File: src/rtl/ppr_pkg.sv
package ppr_pkg;

	localparam int COORD_BITS  = 16;
	localparam int MAX_POINTS  = 64;
	localparam int STACK_DEPTH = 64;

	localparam int IDX_W  = $clog2(MAX_POINTS);
	localparam int CNT_W  = IDX_W + 1;
	localparam int SPA_W  = $clog2(STACK_DEPTH);
	localparam int SP_W   = SPA_W + 1;
	localparam int SEG_W  = 2 * IDX_W;
	localparam int PT_W   = 2 * COORD_BITS;
	localparam int DIFF_W = COORD_BITS + 1;
	localparam int MUL_W  = DIFF_W + 1;
	localparam int CMAX_W = 2 * COORD_BITS + 1;
	localparam int LHS_W  = 2 * CMAX_W;
	localparam int T2_W   = 2 * COORD_BITS;
	localparam int C2_W   = 2 * COORD_BITS + 1;
	localparam int ACC_W  = 4 * COORD_BITS + 8;

	typedef enum logic [2:0] {
		SH_0,
		SH_C,
		SH_D,
		SH_D1,
		SH_CD,
		SH_DD
	} shift_t;

	typedef struct packed {
		logic                    en;
		logic                    clear;
		logic                    sub;
		shift_t                  shift;
		logic signed [MUL_W-1:0] a;
		logic signed [MUL_W-1:0] b;
	} mac_ctrl_t;

	typedef struct packed {
		logic            loading;
		logic [SP_W-1:0] depth;
	} seq_status_t;

	typedef enum logic [4:0] {
		ST_IDLE,
		ST_START,
		ST_POP,
		ST_POPW,
		ST_RDB,
		ST_CHORD,
		ST_SCAN,
		ST_PT,
		ST_M1,
		ST_M2,
		ST_CMP,
		ST_LHH,
		ST_LHL,
		ST_LLL,
		ST_T2,
		ST_CXX,
		ST_CYY,
		ST_C2,
		ST_R11,
		ST_R10,
		ST_R01,
		ST_R00,
		ST_DEC,
		ST_PUSH2,
		ST_ESCAN,
		ST_EOUT,
		ST_DONE
	} state_t;

endpackage

File: src/rtl/ppr_mac.sv
module ppr_mac (
	input  logic                                clk,
	input  ppr_pkg::mac_ctrl_t                  ctrl,
	output logic signed [ppr_pkg::ACC_W-1:0]    acc
);

	localparam int AW = ppr_pkg::ACC_W;

	logic signed [2*ppr_pkg::MUL_W-1:0] prod;
	logic signed [AW-1:0]               ext;
	logic signed [AW-1:0]               shifted;
	logic signed [AW-1:0]               base;
	logic signed [AW-1:0]               acc_q;

	assign acc  = acc_q;
	assign prod = ctrl.a * ctrl.b;
	assign ext  = AW'(prod);
	assign base = ctrl.clear ? '0 : acc_q;

	always_comb begin
		unique case (ctrl.shift)
			ppr_pkg::SH_0:  shifted = ext;
			ppr_pkg::SH_C:  shifted = ext <<< ppr_pkg::COORD_BITS;
			ppr_pkg::SH_D:  shifted = ext <<< ppr_pkg::DIFF_W;
			ppr_pkg::SH_D1: shifted = ext <<< (ppr_pkg::DIFF_W + 1);
			ppr_pkg::SH_CD: shifted = ext <<< (ppr_pkg::COORD_BITS + ppr_pkg::DIFF_W);
			ppr_pkg::SH_DD: shifted = ext <<< (2 * ppr_pkg::DIFF_W);
			default:        shifted = ext;
		endcase
	end

	always_ff @(posedge clk) begin
		if (ctrl.en) begin
			acc_q <= ctrl.sub ? base - shifted : base + shifted;
		end
	end

endmodule

File: config.mk
export PLATFORM = sky130hd
export DESIGN_NAME = ppr_mac
export DESIGN_NICKNAME = d
export VERILOG_FILES = /design/src/rtl/ppr_pkg.sv /design/src/rtl/ppr_mac.sv
export SDC_FILE = /design/constraint.sdc
export NUM_CORES = 1
export LEC_CHECK = 0
export ABC_AREA = 1
export BUFFER_PORTS_ARGS = -buffer_cell sky130_fd_sc_hd__buf_2
export CAP_MARGIN = 20
export CORE_MARGIN = 5
export CORE_UTILIZATION = 40
export CTS_CLUSTER_DIAMETER = 150
export DETAILED_ROUTE_END_ITERATION = 10
export HOLD_SLACK_MARGIN = 0.08
export PLACE_DENSITY = 0.52
export RECOVER_POWER = 25
export SLEW_MARGIN = 20
export SYNTH_ARGS = -nofsm -noshare
export SYNTH_HDL_FRONTEND = slang
export SYNTH_SLANG_ARGS = --single-unit
File: constraint.sdc
create_clock -name clk -period 21.3 [get_ports clk]
set_input_delay 0 -clock clk [delete_from_list [all_inputs] [get_ports clk]]
set_output_delay 0 -clock clk [all_outputs]
set_load 0.02 [all_outputs]
==> results of run 1 <==
-- routing by layer --
| metal | global-route usage | wire length, um | vias up |
|---|---|---|---|
| met4 | 0.0248 | 758 | 0 |
| met3 | 0.0352 | 5160 | 48 |
| met1 | 0.343 | 37300 | 10858 |
| met5 | 0 | 0 | - |
| met2 | 0.366 | 33900 | 606 |
| li1 | - | - | 11446 |
-- cell type report --
cell class | instances | area share
multi-input cells | 2643 | 0.707
clock inverters | 7 | 0.00535
clock buffers | 9 | 0.00845
inverters | 966 | 0.136
well taps | 837 | 0.0393
repair buffers | 125 | 0.0228
flip-flops and latches | 72 | 0.0811
-- worst max-delay path by stage --
stage / end / slack, ns / depth (start not counted) / startpoint
2_1_floorplan: acc[71]$_DFFE_PP_ / 12.89 / 48 / ctrl[4]
3_3_place_gp: acc[71]$_DFFE_PP_ / 11.06 / 47 / ctrl[35]
3_5_place_dp: acc[71]$_DFFE_PP_ / 11.15 / 51 / ctrl[0]
4_1_cts: acc[71]$_DFFE_PP_ / 11.51 / 51 / ctrl[0]
5_1_grt: acc[71]$_DFFE_PP_ / 10.60 / 51 / ctrl[0]
6_report: acc[71]$_DFFE_PP_ / 11.40 / 51 / ctrl[0]
-- cell usage after synthesis (20+ instances only) --
| cell | count | area [um^2] |
|---|---|---|
| a21oi_1 | 146 | 731 |
| a31oi_1 | 22 | 138 |
| clkbuf_1 | 90 | 338 |
| edfxtp_1 | 72 | 2160 |
| fa_1 | 330 | 6610 |
| ha_1 | 165 | 2060 |
| inv_1 | 951 | 3570 |
| nand2_1 | 926 | 3480 |
| nand2_2 | 20 | 125 |
| nand3_1 | 199 | 996 |
| nand4_1 | 49 | 307 |
| nor2_1 | 388 | 1460 |
| nor2_2 | 24 | 150 |
| o21ai_0 | 85 | 425 |
| xnor2_1 | 39 | 342 |
| xor2_1 | 89 | 780 |
-- logic make-up (layout without fill, tap and decap cells) --
logic type,Yosys count,count (layout),share of synthesized area
and+or+nand+nor,1690,1690,0.286
AOI/OAI and AO/OA,329,329,0.0746
xor gates and xnor gates,129,129,0.0454
adders and majority gates,495,495,0.346
buffers and inverters,1071,1107,0.162
DFF,72,72,0.0862
-- critical path: cells and delay by family --
family	cells	cell delay (ns)
compound gates	1	0.56
xor+xnor	1	0.18
fa+ha+maj	8	3.69
buf+inv	13	1.53
simple gates	28	4.07
-- repair_timing --
action | 4_1_cts | 5_1_grt
resized for setup | 0 | 0
hold buffers | 1 | 0
hold endpoints to repair | 16 | 0
endpoints found under the setup margin | 0 | 0
-- per-stage QoR --
stage	area (um^2)	std cells	hold slack [ns]	util	setup slack, ns
floorplan	25100	3786	0.112	-	12.89
global placement	26300	4642	0.396	0.425	11.06
detailed placement	26300	4642	0.399	0.425	11.15
CTS	26700	4659	0.524	0.431	11.51
global route	26700	4659	0.639	0.431	10.60
finish	26700	4659	0.549	0.431	11.40
==> metrics.yaml, run 1 <==
status: "finished clean"
cp_data_required_time_ns: 21.44
syn_area_um2: 25100
reg2reg_to: "acc[56]$_DFFE_PP_"
dieArea_um2: 67800
drc: 0
critPathMaxFanout: 19
rows: 91
synthArstFlopShare: 0
min_to: "acc[0]$_DFFE_PP_"
fin_worst_skew_ns: 0.0161
die-width_um: 260
period_minus_slack_ns: 9.90
hp-start: "ctrl[37]"
regArea_um2: 2160
num_io_pins: 115
area_growth_pct: 6.38
path_class: "in2reg"
clock_latency_ns: 0.37
vias: 22958
worst_slew_pin_slew_ns: 0.974
critical_path.endpoint_type: "flip-flop"
cts-root-buf: "clkbuf_16"
nNetsFinal: 4355
cp_common_cell: "nand2_1"
finalWirelength_mm: 77.2
slowest_delay_ns: 0.56
diodes: 0
avgSynthCellArea_um2: 6.62
hold_viol: 0
yosysUniqueCellTypes: 60
report.final.slew_viol_count: 0
clockBufferDepth: 2
htree_levels: 3
r2r-start: "acc[0]$_DFFE_PP_"
track_usage: 0.230
setup_violations: 0
mostFrequentLayoutCell: "inv_1"
gp_congestion: 0.951
min_path_cells: 5
start_util: 0.405
antenna_found_initial: 0
syn_nets: 4324
multiInputGateArea_um2: 18900
slew_headroom: 0.350
r2r_cells: 19
crit_arrival_ns: 10.04
grt_pass1_wl_mm: 125
cp-start-kind: "input pin"
grt_start_max_net_pins: 72
mostFrequentLayoutCells: "inv_1, nand2_1, nor2_1"
vias_per_cell: 4.93
ant_nets: 0
fillerInstances: 6812
synth_warnings: 0
synthFlopType: "edfxtp_1"
max-cap-violations: 0
largest_reg_flops: 72
drt_first_pass_iters: 6
cts_sinks: 72
die_height_um: 260
synth_edf_count: 72
overflow: 0
worst_path_max_delay_cell: "o311ai_0"
dr.first_iter.drc_count: 1760
layout-drive-gt1-share: 0.0521
ys_seq_elements: 72
yosysSeqAreaShare: 0.0862
numCtsBuffers: 9
timing.final.crit_share: 0.465
grt_pass1_vias: 22903
dp_hpwl_mm: 66.1
r2r_setup_slack_ns: 17.04
clk_pin_slew_worst_paths_ns: 0.07
hp-class: "in2reg"
postSynthCellCount: 3786
rsz0062_at_grt: "false"
cts_setup_buffers: 0
wl_per_cell_um: 16.6
fmax_ghz: 0.101
numPortBuffers: 114
core_area_um2: 61900
cts_tree: "built"
finalSetupTns_ns: 0
Power of run 1 is not shown: default switching activity piles up to over one toggle a cycle in this logic, so the estimate is an artifact.
==> run 2, diff against run 1 <==
--- a/config.mk
+++ b/config.mk
@@ -13,7 +13,7 @@
 export CTS_CLUSTER_DIAMETER = 150
 export DETAILED_ROUTE_END_ITERATION = 10
 export HOLD_SLACK_MARGIN = 0.08
-export PLACE_DENSITY = 0.52
+export PLACE_DENSITY = 0.54
 export RECOVER_POWER = 25
 export SLEW_MARGIN = 20
 export SYNTH_ARGS = -nofsm -noshare
==> constraint.sdc (replaced) <==
create_clock -name clk -period 8.3 [get_ports clk]
set_input_delay 0 -clock clk [delete_from_list [all_inputs] [get_ports clk]]
set_output_delay 0 -clock clk [all_outputs]
set_load 0.02 [all_outputs]
==> metrics.yaml, run 2 (same netlist as run 1, synthesis figures left out) <==
vias: 26142  # +14%
area_growth_pct: 39.0
vias_per_cell: 4.83  # -2.0%
overflow: 0  # unchanged
setup_violations: 0  # unchanged
numCtsBuffers: 9  # unchanged
numPortBuffers: 114  # unchanged
critPathMaxFanout: 5  # -14
min_path_cells: 5  # unchanged
start_util: 0.405  # unchanged
hp-start: "ctrl[37]"
worst_path_max_delay_cell: "fa_1"
die_height_um: 260  # unchanged
core_area_um2: 61900  # unchanged
mostFrequentLayoutCells: "inv_1, nand2_1, buf_4"
gp_congestion: 0.977  # +2.8%
r2r-start: "acc[0]$_DFFE_PP_"
clockBufferDepth: 2  # unchanged
dp_hpwl_mm: 71.7  # +8.4%
rows: 91  # unchanged
hp-class: "in2reg"
clk_pin_slew_worst_paths_ns: 0.07  # about the same
worst_slew_pin_slew_ns: 0.997  # +0.0228 ns
layout-drive-gt1-share: 0.306  # +0.254
drc: 0  # unchanged
die-width_um: 260  # unchanged
status: "finished clean"
rsz0062_at_grt: "true"
cp_top_family: "adder cells"
antenna_found_initial: 2  # +2
critical_path.endpoint_type: "flip-flop"
dp.cells: 5325  # +15%
report.final.slew_viol_count: 0  # unchanged
cp_data_required_time_ns: 8.42  # -13.02 ns
r2r_cells: 18  # -1
slowest_delay_ns: 0.50  # -0.06 ns
slew_headroom: 0.335  # -0.0152
track_usage: 0.248  # +0.0178
num_io_pins: 115  # unchanged
whs_ns: 0.599  # +0.0508 ns
fmax_ghz: 0.124
dieArea_um2: 67800  # unchanged
finalWirelength_mm: 85.5  # +11%
drt_first_pass_iters: 6  # unchanged
grt_pass1_vias: 25677  # +12%
max-cap-violations: 0  # unchanged
fin_worst_skew_ns: 0.0112  # -0.00498 ns
nNetsFinal: 5109  # +17%
dr.first_iter.drc_count: 2002  # +14%
cts_tree: "built"
reg2reg_to: "acc[68]$_DFFE_PP_"
htree_levels: 3  # unchanged
fin_cells: 5414  # +16%
path_class: "in2reg"
finalSetupTns_ns: 0  # unchanged
crit_arrival_ns: 8.15  # -1.89 ns
cts-root-buf: "clkbuf_16"
crit_buf_inv: 15  # +2
grt_start_max_net_pins: 72  # unchanged
timing.final.crit_share: 0.968
ant_nets: 0  # unchanged
largest_reg_flops: 72  # unchanged
period_minus_slack_ns: 8.03
cp-start-kind: "input pin"
wl_per_cell_um: 15.8  # -4.6%
r2r_setup_slack_ns: 4.61  # -12.43 ns
clock_latency_ns: 0.37  # about the same
post-route-util: 0.563  # +0.132
mostFrequentLayoutCell: "inv_1"
grt_pass1_wl_mm: 135  # +7.9%
hold_viol: 0  # unchanged
min_to: "acc[0]$_DFFE_PP_"
cts_sinks: 72  # unchanged
-- run 2: final cells by class --
| cell class | instances | area (um^2) |
|---|---|---|
| clock inverter | 4 | 46.3 |
| multi-input combinational | 2643 | 21200 |
| timing repair buffer | 879 | 6540 |
| inverter | 966 | 3630 |
| tap | 837 | 1050 |
| antenna | 2 | 5.00 |
| fill | 6228 | 27100 |
| sequential | 72 | 2160 |
| clock buffer | 11 | 233 |
-- run 2: worst register-to-register path, stage by stage, from the launching register on --
cell      delay [ns]
edfxtp_1        0.41
nand2_1         0.09
ha_1            0.15
inv_1           0.05
fa_1            0.39
nand3_1         0.10
nand2_1         0.08
a21oi_1         0.28
o21bai_1        0.15
a21boi_0        0.44
inv_1           0.22
nand3_1         0.18
nand3_2         0.12
nand3_2         0.10
o211ai_1        0.14
a21o_1          0.26
nand2_1         0.09
nand2_2         0.05
xor2_1          0.14
-- run 2: metal layers --
layer  global-route usage  wire (um)
met1                0.349      39400
met2                0.404      39200
met3               0.0475       5520
met4               0.0417       1390
met5                    0          0
-- run 2: per-stage QoR --
step	cell area (um^2)	worst slack [ns]
4_1_cts	32200	-0.000609
6_report	34800	0.268
3_3_place_gp	31500	-1.03
2_1_floorplan	25100	0.0716
3_5_place_dp	31500	-0.994
5_1_grt	34800	-0.112
-- run 2: timing repair --
action | CTS | global route
hold endpoints to repair | 17 | 0
setup endpoints to repair | 23 | 37
buffers inserted | 15 | 56
gates resized for setup | 94 | 569
pin swaps | 29 | 214
hold buffers | 1 | 0
-- run 2: worst max-delay path by stage --
stage	start	endpoint	cells after the start
floorplan	ctrl[5]	acc[71]$_DFFE_PP_	48
global placement	ctrl[35]	acc[66]$_DFFE_PP_	49
detailed placement	ctrl[35]	acc[66]$_DFFE_PP_	50
CTS	ctrl[35]	acc[66]$_DFFE_PP_	46
global route	ctrl[17]	acc[68]$_DFFE_PP_	46
finish	ctrl[17]	acc[69]$_DFFE_PP_	46
Power of run 2 is left out for the same reason.
